`src/rtl/cia_pkg.sv`:
```
// Shared types, codes and constants of the compact-ISA ALU execute block.
package cia_pkg;

  localparam int unsigned XLEN     = 32;
  localparam int unsigned INSN_W   = 16;
  localparam int unsigned FLAGS_W  = 4;
  localparam int unsigned REGIDX_W = 3;
  localparam int unsigned SHAMT_W  = 8;

  // Flag bit positions in flags_in / flags_out
  localparam int unsigned FLAG_N = 3;
  localparam int unsigned FLAG_Z = 2;
  localparam int unsigned FLAG_C = 1;
  localparam int unsigned FLAG_V = 0;

  // Stream payload widths (fields packed from bit 0, padded to bytes)
  localparam int unsigned REQ_BITS  = INSN_W + 2 * XLEN + FLAGS_W;
  localparam int unsigned REQ_TDATA = ((REQ_BITS + 7) / 8) * 8;
  localparam int unsigned RES_BITS  = 2 + REGIDX_W + XLEN + FLAGS_W;
  localparam int unsigned RES_TDATA = ((RES_BITS + 7) / 8) * 8;

  // Format selectors
  localparam logic [2:0] FMT_SHIFT_ADDSUB = 3'b000;
  localparam logic [2:0] FMT_IMM8         = 3'b001;
  localparam logic [5:0] FMT_ALU          = 6'b010000;
  localparam logic [1:0] SUBOP_ADDSUB     = 2'b11;

  typedef enum logic [1:0] {
    SH_LSL = 2'd0,
    SH_LSR = 2'd1,
    SH_ASR = 2'd2,
    SH_ROR = 2'd3
  } cia_shkind_e;

  typedef enum logic [1:0] {
    IMM_MOV = 2'd0,
    IMM_CMP = 2'd1,
    IMM_ADD = 2'd2,
    IMM_SUB = 2'd3
  } cia_immop_e;

  typedef enum logic [3:0] {
    OP_AND = 4'h0,
    OP_EOR = 4'h1,
    OP_LSL = 4'h2,
    OP_LSR = 4'h3,
    OP_ASR = 4'h4,
    OP_ADC = 4'h5,
    OP_SBC = 4'h6,
    OP_ROR = 4'h7,
    OP_TST = 4'h8,
    OP_NEG = 4'h9,
    OP_CMP = 4'hA,
    OP_CMN = 4'hB,
    OP_ORR = 4'hC,
    OP_MUL = 4'hD,
    OP_BIC = 4'hE,
    OP_MVN = 4'hF
  } cia_aluop_e;

  typedef struct packed {
    cia_shkind_e        kind;
    logic [SHAMT_W-1:0] amount;
  } cia_shctl_t;

  typedef struct packed {
    logic [FLAGS_W-1:0] flags;
    logic [XLEN-1:0]    second;
    logic [XLEN-1:0]    first;
    logic [INSN_W-1:0]  insn;
  } cia_req_t;

  typedef struct packed {
    logic [FLAGS_W-1:0]  flags;
    logic [XLEN-1:0]     value;
    logic [REGIDX_W-1:0] rd;
    logic                we;
    logic                handled;
  } cia_res_t;

endpackage

```
`src/rtl/compact_isa_alu_execute.sv`:
```
// Top level: request register, single-pass execute and result register.
//
//  Channel  | Direction | Handshake              | Payload (low bits first)
//  ---------+-----------+------------------------+---------------------------------------
//  s_       | in        | s_tvalid_i / s_tready_o | instruction, first_value, second_value,
//           |           |                        | flags_in (88-bit tdata)
//  m_       | out       | m_tvalid_o / m_tready_i | handled, write_enable, dest_index,
//           |           |                        | result_value, flags_out (48-bit tdata)
//
// Requests pass the request then result register; one is taken every cycle unless stalled.
// Execute is one pass of decode, a 33-bit adder, a 32x32 low-word multiplier and
// a barrel shifter between the request and result registers.
// Reset empties both registers; no clearing pass is needed.
// A stalled result holds both stages; s_tready_o stays high while either has room.
module compact_isa_alu_execute import cia_pkg::*; (
  input  logic                 clk_i,
  input  logic                 rst_ni,
  input  logic                 s_tvalid_i,
  output logic                 s_tready_o,
  // instruction[15:0], first_value[47:16], second_value[79:48], flags_in[83:80], zero pad
  input  logic [REQ_TDATA-1:0] s_tdata_i,
  output logic                 m_tvalid_o,
  input  logic                 m_tready_i,
  // handled[0], write_enable[1], dest_index[4:2], result_value[36:5], flags_out[40:37], pad
  output logic [RES_TDATA-1:0] m_tdata_o
);

  cia_req_t req_q;
  logic     req_vld_q;
  logic     req_vld_d;
  cia_res_t res_q;
  cia_res_t res_d;
  logic     res_vld_q;
  logic     res_vld_d;
  logic     res_ready;
  logic     req_ready;
  logic     req_load;
  logic     res_load;

  assign res_ready  = !res_vld_q || m_tready_i;
  assign req_ready  = !req_vld_q || res_ready;
  assign s_tready_o = req_ready;
  assign req_load   = s_tvalid_i && req_ready;
  assign res_load   = req_vld_q && res_ready;

  assign req_vld_d = req_ready ? s_tvalid_i : req_vld_q;
  assign res_vld_d = res_ready ? req_vld_q : res_vld_q;

  cia_alu u_alu (
    .req_i (req_q),
    .res_o (res_d)
  );

  always_ff @(posedge clk_i or negedge rst_ni) begin
    if (!rst_ni) begin
      req_vld_q <= 1'b0;
      res_vld_q <= 1'b0;
    end else begin
      req_vld_q <= req_vld_d;
      res_vld_q <= res_vld_d;
    end
  end

  always_ff @(posedge clk_i) begin
    if (req_load) req_q <= cia_req_t'(s_tdata_i[REQ_BITS-1:0]);
    if (res_load) res_q <= res_d;
  end

  assign m_tvalid_o = res_vld_q;
  assign m_tdata_o  = RES_TDATA'(res_q);

  // Assertions
  a_accept_fills : assert property (@(posedge clk_i) disable iff (!rst_ni)
    (s_tvalid_i && s_tready_o) |=> req_vld_q)
    else $error("accepted request not held in request register");

  a_stall_holds_req : assert property (@(posedge clk_i) disable iff (!rst_ni)
    (req_vld_q && !res_ready) |=> req_vld_q)
    else $error("request lost while result stage stalled");

  a_advance : assert property (@(posedge clk_i) disable iff (!rst_ni)
    (req_vld_q && res_ready) |=> res_vld_q)
    else $error("request did not advance to result register");

  a_unhandled_quiet : assert property (@(posedge clk_i) disable iff (!rst_ni)
    (m_tvalid_o && !res_q.handled) |-> (!res_q.we && (res_q.value == '0)))
    else $error("unhandled instruction produced a write");

endmodule

```
`src/rtl/cia_shift.sv`:
```
// Barrel shifter with architectural carry-out for LSL, LSR, ASR and ROR.
module cia_shift import cia_pkg::*; (
  input  logic [XLEN-1:0] value_i,
  input  cia_shctl_t      ctl_i,
  output logic [XLEN-1:0] result_o,
  output logic            carry_o,
  output logic            carry_upd_o
);

  logic [4:0]      amt5;
  logic            amt_zero;
  logic            amt_big;
  logic            amt_32;
  logic [XLEN:0]   lsl_w;
  logic [XLEN:0]   lsr_w;
  logic [XLEN:0]   asr_w;
  logic [XLEN-1:0] rot;

  assign amt5     = ctl_i.amount[4:0];
  assign amt_zero = (ctl_i.amount == '0);
  assign amt_big  = |ctl_i.amount[SHAMT_W-1:5];
  assign amt_32   = (ctl_i.amount == SHAMT_W'(XLEN));

  // carry rides in the extra bit next to the word
  assign lsl_w = {1'b0, value_i} << amt5;
  assign lsr_w = {value_i, 1'b0} >> amt5;
  assign asr_w = $unsigned($signed({value_i, 1'b0}) >>> amt5);
  assign rot   = XLEN'({value_i, value_i} >> amt5);

  always_comb begin
    result_o    = value_i;
    carry_o     = 1'b0;
    carry_upd_o = 1'b0;
    if (!amt_zero) begin
      carry_upd_o = 1'b1;
      unique case (ctl_i.kind)
        SH_LSL: begin
          if (!amt_big) begin
            result_o = lsl_w[XLEN-1:0];
            carry_o  = lsl_w[XLEN];
          end else begin
            result_o = '0;
            carry_o  = amt_32 & value_i[0];
          end
        end
        SH_LSR: begin
          if (!amt_big) begin
            result_o = lsr_w[XLEN:1];
            carry_o  = lsr_w[0];
          end else begin
            result_o = '0;
            carry_o  = amt_32 & value_i[XLEN-1];
          end
        end
        SH_ASR: begin
          if (!amt_big) begin
            result_o = asr_w[XLEN:1];
            carry_o  = asr_w[0];
          end else begin
            result_o = {XLEN{value_i[XLEN-1]}};
            carry_o  = value_i[XLEN-1];
          end
        end
        SH_ROR: begin
          // a multiple of 32 leaves the word and takes carry from bit 31
          result_o = rot;
          carry_o  = rot[XLEN-1];
        end
        default: begin
          result_o = value_i;
        end
      endcase
    end
  end

endmodule

```
`src/rtl/cia_alu.sv`:
```
// Decode and single-pass execute of one data-processing instruction.
module cia_alu import cia_pkg::*; (
  input  cia_req_t req_i,
  output cia_res_t res_o
);

  logic [INSN_W-1:0]  insn;
  logic [XLEN-1:0]    opa;
  logic [XLEN-1:0]    opb;
  logic [FLAGS_W-1:0] flg;

  logic is_addsub;
  logic is_shift;
  logic is_imm;
  logic is_alu;

  cia_shctl_t      sh_ctl;
  logic [XLEN-1:0] sh_res;
  logic            sh_c;
  logic            sh_cupd;

  logic [XLEN-1:0] add_x;
  logic [XLEN-1:0] add_y;
  logic            add_cin;
  logic [XLEN:0]   add_sum;
  logic [XLEN-1:0] add_res;
  logic            add_v;
  logic [XLEN-1:0] mul_res;

  logic [4:0]  imm5;
  logic [XLEN-1:0] imm8;
  logic [XLEN-1:0] imm3;
  cia_aluop_e  alu_op;
  cia_immop_e  imm_op;
  cia_shkind_e sh_kind_imm;

  assign insn = req_i.insn;
  assign opa  = req_i.first;
  assign opb  = req_i.second;
  assign flg  = req_i.flags;

  assign is_addsub = (insn[15:13] == FMT_SHIFT_ADDSUB) && (insn[12:11] == SUBOP_ADDSUB);
  assign is_shift  = (insn[15:13] == FMT_SHIFT_ADDSUB) && (insn[12:11] != SUBOP_ADDSUB);
  assign is_imm    = (insn[15:13] == FMT_IMM8);
  assign is_alu    = (insn[15:10] == FMT_ALU);

  assign imm5        = insn[10:6];
  assign imm8        = XLEN'(insn[7:0]);
  assign imm3        = XLEN'(insn[8:6]);
  assign alu_op      = cia_aluop_e'(insn[9:6]);
  assign imm_op      = cia_immop_e'(insn[12:11]);
  assign sh_kind_imm = cia_shkind_e'(insn[12:11]);

  // Shifter control: immediate LSR/ASR of zero encode a shift by 32
  always_comb begin
    sh_ctl.kind   = SH_LSL;
    sh_ctl.amount = opb[SHAMT_W-1:0];
    if (is_shift) begin
      sh_ctl.kind = sh_kind_imm;
      if ((imm5 == '0) && (sh_kind_imm != SH_LSL)) begin
        sh_ctl.amount = SHAMT_W'(XLEN);
      end else begin
        sh_ctl.amount = SHAMT_W'(imm5);
      end
    end else begin
      unique case (alu_op)
        OP_LSR:  sh_ctl.kind = SH_LSR;
        OP_ASR:  sh_ctl.kind = SH_ASR;
        OP_ROR:  sh_ctl.kind = SH_ROR;
        default: sh_ctl.kind = SH_LSL;
      endcase
    end
  end

  cia_shift u_shift (
    .value_i     (opa),
    .ctl_i       (sh_ctl),
    .result_o    (sh_res),
    .carry_o     (sh_c),
    .carry_upd_o (sh_cupd)
  );

  // Adder operand select: subtraction is x + ~y + carry-in
  always_comb begin
    add_x   = opa;
    add_y   = opb;
    add_cin = 1'b0;
    if (is_addsub) begin
      add_y   = insn[10] ? imm3 : opb;
      if (insn[9]) begin
        add_y   = ~add_y;
        add_cin = 1'b1;
      end
    end else if (is_imm) begin
      add_y = imm8;
      if ((imm_op == IMM_CMP) || (imm_op == IMM_SUB)) begin
        add_y   = ~imm8;
        add_cin = 1'b1;
      end
    end else begin
      unique case (alu_op)
        OP_ADC: add_cin = flg[FLAG_C];
        OP_SBC: begin
          add_y   = ~opb;
          add_cin = flg[FLAG_C];
        end
        OP_NEG: begin
          add_x   = '0;
          add_y   = ~opb;
          add_cin = 1'b1;
        end
        OP_CMP: begin
          add_y   = ~opb;
          add_cin = 1'b1;
        end
        default: add_cin = 1'b0;
      endcase
    end
  end

  assign add_sum = {1'b0, add_x} + {1'b0, add_y} + (XLEN+1)'(add_cin);
  assign add_res = add_sum[XLEN-1:0];
  assign add_v   = (add_x[XLEN-1] == add_y[XLEN-1]) && (add_res[XLEN-1] != add_x[XLEN-1]);
  assign mul_res = opa * opb;

  always_comb begin
    res_o.handled = 1'b1;
    res_o.we      = 1'b1;
    res_o.rd      = insn[2:0];
    res_o.value   = add_res;
    res_o.flags   = flg;
    if (is_addsub) begin
      res_o.flags = {add_res[XLEN-1], add_res == '0, add_sum[XLEN], add_v};
    end else if (is_shift) begin
      res_o.value        = sh_res;
      res_o.flags[FLAG_N] = sh_res[XLEN-1];
      res_o.flags[FLAG_Z] = (sh_res == '0);
      if (sh_cupd) res_o.flags[FLAG_C] = sh_c;
    end else if (is_imm) begin
      res_o.rd = insn[10:8];
      if (imm_op == IMM_MOV) begin
        res_o.value         = imm8;
        res_o.flags[FLAG_N] = 1'b0;
        res_o.flags[FLAG_Z] = (imm8 == '0);
      end else begin
        res_o.we    = (imm_op != IMM_CMP);
        res_o.flags = {add_res[XLEN-1], add_res == '0, add_sum[XLEN], add_v};
      end
    end else if (is_alu) begin
      unique case (alu_op)
        OP_AND, OP_TST: res_o.value = opa & opb;
        OP_EOR:         res_o.value = opa ^ opb;
        OP_ORR:         res_o.value = opa | opb;
        OP_BIC:         res_o.value = opa & ~opb;
        OP_MVN:         res_o.value = ~opb;
        OP_MUL:         res_o.value = mul_res;
        OP_LSL, OP_LSR, OP_ASR, OP_ROR: res_o.value = sh_res;
        default:        res_o.value = add_res;
      endcase
      res_o.we = !((alu_op == OP_TST) || (alu_op == OP_CMP) || (alu_op == OP_CMN));
      res_o.flags[FLAG_N] = res_o.value[XLEN-1];
      res_o.flags[FLAG_Z] = (res_o.value == '0);
      unique case (alu_op)
        OP_ADC, OP_SBC, OP_NEG, OP_CMP, OP_CMN: begin
          res_o.flags[FLAG_C] = add_sum[XLEN];
          res_o.flags[FLAG_V] = add_v;
        end
        OP_LSL, OP_LSR, OP_ASR, OP_ROR: begin
          if (sh_cupd) res_o.flags[FLAG_C] = sh_c;
        end
        OP_MUL:  res_o.flags[FLAG_C] = 1'b0;
        default: res_o.flags[FLAG_C] = flg[FLAG_C];
      endcase
    end else begin
      // drop: not one of the four formats
      res_o.handled = 1'b0;
      res_o.we      = 1'b0;
      res_o.rd      = '0;
      res_o.value   = '0;
    end
  end

endmodule
```
`config.mk`:
```
export PLATFORM = sky130hd
export DESIGN_NAME = compact_isa_alu_execute
export DESIGN_NICKNAME = d
export VERILOG_FILES = /design/src/rtl/cia_pkg.sv /design/src/rtl/compact_isa_alu_execute.sv /design/src/rtl/cia_shift.sv /design/src/rtl/cia_alu.sv
export SDC_FILE = /design/constraint.sdc
export NUM_CORES = 2
export LEC_CHECK = 0
export BUFFER_PORTS_ARGS = -buffer_cell sky130_fd_sc_hd__buf_4
export CORE_ASPECT_RATIO = 0.9
export CORE_MARGIN = 4
export CORE_UTILIZATION = 50
export CTS_BUF_LIST = sky130_fd_sc_hd__clkbuf_4 sky130_fd_sc_hd__clkbuf_8 sky130_fd_sc_hd__clkbuf_16
export CTS_CLUSTER_SIZE = 16
export DETAILED_ROUTE_END_ITERATION = 6
export MAX_ROUTING_LAYER = met4
export PLACE_DENSITY = 0.7
export SYNTH_ARGS = -nofsm -noshare
export SYNTH_HDL_FRONTEND = slang
export SYNTH_SLANG_ARGS = --single-unit
```
`constraint.sdc`:
```
create_clock -name clk_i -period 8.5 [get_ports clk_i]
set_clock_uncertainty 0.05 [all_clocks]
set_input_delay 0.85 -clock clk_i [delete_from_list [all_inputs] [get_ports clk_i]]
set_output_delay 0.85 -clock clk_i [all_outputs]
set_load 0.01 [all_outputs]
```
==> results.sh <==
export IMPL_clk_pin_slew_worst_paths_ns=0.07
export IMPL_rows=86
export IMPL_fmax_ghz=0.120
export IMPL_remaining_drc_errors=0
export IMPL_yosysUniqueCellTypes=91
export IMPL_grt_pass1_vias=31673
export IMPL_hold_buffers=0
export IMPL_yosys_top_cells_area="fa_1, edfxtp_1, ha_1, nand2_1, nor2_1"
export IMPL_syn_to_final_growth_pct=12.8
export IMPL_root_buffer="clkbuf_16"
export IMPL_place_congestion=1.12
export IMPL_ios=142
export IMPL_critPathLaunchType="flip-flop"
export IMPL_antenna_found_initial=13
export IMPL_synth_edf_count=125
export IMPL_netlist_area_leader_share_pct=26.1
export IMPL_synth_seq_cells=127
export IMPL_core_sq_mm=0.0618
export IMPL_postSynth_asyncResetShare_pct=1.57
export IMPL_dp_hpwl_mm=123
export IMPL_tns_ns=0
export IMPL_fp_dieW_um=272
export IMPL_rsz0062_at_grt="no"
export IMPL_critical_path_arrival_ns=8.65
export IMPL_initial_core_util_pct=50.9
export IMPL_cts_buffers=17
export IMPL_ant_nets=0
export IMPL_outcome="finished clean"
export IMPL_crit_type="flip-flop to flip-flop"
export IMPL_syn_inst=3875
export IMPL_crit_path_end_kind="flip-flop"
export IMPL_cts_sinks=127
export IMPL_die_h_um=246
export IMPL_ys_warnings_count=0
export IMPL_synth_top_cell_by_area="fa_1"
export IMPL_viasPerCell=6.70
export IMPL_cap_violations=0
export IMPL_syn_area_sq_mm=0.0314
export IMPL_yosysMostFrequentCell="nand2_1"
export IMPL_cp_max_fo=7
export IMPL_grt_pass1_wl_mm=222
export IMPL_syn_avg_cell_area_sq_um=8.11
export IMPL_setup_viol=0
export IMPL_seq_area_frac_synth_pct=12.1
export IMPL_max_slew_margin_pct=11.9
export IMPL_track_usage_pct=47.2
export IMPL_wirelength_mm=156
export IMPL_tightest_slew_ns=1.30
export IMPL_cts_max_level=4
export IMPL_nFillCells=5737
export IMPL_post_dp_cell_area_sq_mm=0.0345
export IMPL_drtIter0Drc=4917
export IMPL_cts_tree="built"
export IMPL_first_pass_iters=7
export IMPL_crit_required_ns=8.80
export IMPL_wire_per_inst_um=31.9
export IMPL_cts_max_path_buffers=2
export IMPL_grt_ovfl_total=0
export IMPL_min_period_ns=8.35
export IMPL_drv_slew=0
export IMPL_drive_above_1_share_pct=12.3
export IMPL_grt_max_degree=89
export IMPL_synth_common_cells="nand2_1, nor2_1, fa_1"
export IMPL_clock_latency_ns=0.51
export IMPL_die_area_sq_mm=0.0670
export IMPL_fin_crit_sh_pct=98.2
export IMPL_ys_flop_type="edfxtp_1"
export IMPL_hold_violations=0
export IMPL_reg2reg_slack_ns=0.15
export IMPL_port_buffer_count=130
export IMPL_finalInstanceArea_sq_mm=0.0354
export IMPL_vias=32686
export IMPL_fin_nets=4719
export IMPL_hold_path_class="primary input to async pin"
-- layout by cell type, fill, tap and decap left out, types with 21 or more instances in the layout --
master,netlist,routed
xnor2_1,143,143
inv_1,366,366
o211ai_1,24,24
nand3_1,53,53
mux2i_1,122,117
o221ai_1,36,36
o22ai_1,61,61
fa_1,410,410
and2_1,50,48
xor2_1,30,30
buf_12,0,21
a211oi_1,95,94
nor3_1,53,50
a21oi_1,241,235
nand2b_1,32,32
a22oi_1,33,33
nand2_1,540,540
a221oi_1,26,25
nor2_1,427,425
edfxtp_1,125,125
a31oi_1,25,24
ha_1,202,202
o21ai_0,142,142
a21o_1,21,21
buf_4,11,372
nand4_1,24,24
-- final timing paths --
kind | startpoint | to | cells after the start
max | req_q[60] | m_tdata_o[39] | 22
min | rst_ni | req_vld_q | 1
max reg2reg | req_q[60] | m_tdata_o[39] | 22
min reg2reg | req_vld_q | m_tvalid_o | 1
max in group asynchronous | rst_ni | m_tvalid_o | 1
min in group clk_i | req_vld_q | m_tvalid_o | 1
-- routing by layer --
| layer | vias up | GRT usage, % | part of all wire (%) |
|---|---|---|---|
| li1 | 13597 | - | - |
| met1 | 15786 | 59.9 | 37 |
| met2 | 2736 | 62.9 | 39 |
| met3 | 567 | 22.1 | 17 |
| met4 | 0 | 23.3 | 6.6 |
| met5 | - | - | 0 |
-- cells by family after synthesis --
group | after synthesis | synth area share, %
buffers and inverters | 667 | 8.22
AND/OR/NAND/NOR | 1272 | 17.4
adder cells (fa/ha/maj) | 612 | 34.1
AO/OA/AOI/OAI | 889 | 18.9
XOR/XNOR | 173 | 4.82
flip-flops | 127 | 12.1
multiplexers | 134 | 4.42
other | 1 | 0.0119
-- stage by stage --
step	setup slack, ns	hold slack (ns)	std cells	utilization (%)
after floorplan	0.453	0.399	3881	-
after global placement	0.262	0.433	4815	55.9
after detailed placement	0.169	0.434	4815	55.9
after CTS	0.113	0.0518	4847	56.9
after global routing	0.0198	0.0587	4873	57.4
final	0.152	0.0730	4876	57.4
-- state kept, by name (all words and copies together) (netlist names) --
signal,count
m_tvalid_o,1
req_q,84
m_tdata_o,41
req_vld_q,1
-- repair_timing --
item,in CTS,in global routing
endpoints found under the hold margin,0,0
buffers inserted,0,16
gates resized for setup,0,10
endpoints found under the setup margin,0,6
-- worst max-delay path, stage by stage, from the launching register on --
cell and delay, ns:
edfxtp_1 0.73, clkinvlp_4 0.48, nor2_1 0.31, fa_1 0.50, inv_1 0.10, fa_1 0.48
fa_1 0.60, fa_1 0.45, fa_1 0.57, fa_1 0.44, fa_1 0.50, fa_1 0.63
inv_1 0.08, ha_1 0.30, buf_4 0.13, mux2i_1 0.23, o21ai_0 0.10, a2111oi_0 0.48
buf_4 0.22, a32oi_1 0.13, nor4_1 0.27, and4_1 0.27, a31o_1 0.16
-- area by class of cell --
| cell class | count | area [sq um] | share of cell area [%] |
|---|---|---|---|
| multi-input combinational | 3087 | 25200 | 71.2 |
| sequential | 127 | 3800 | 10.7 |
| timing repair buffer | 394 | 3240 | 9.14 |
| inverter | 388 | 1460 | 4.12 |
| tap | 836 | 1050 | 2.95 |
| clock buffer | 17 | 425 | 1.20 |
| clock inverter | 15 | 206 | 0.582 |
| antenna | 12 | 30.0 | 0.0847 |
Power is left out: the tool's default activity adds up to more than one toggle a clock period on the data nets, which glitch-free logic cannot reach.
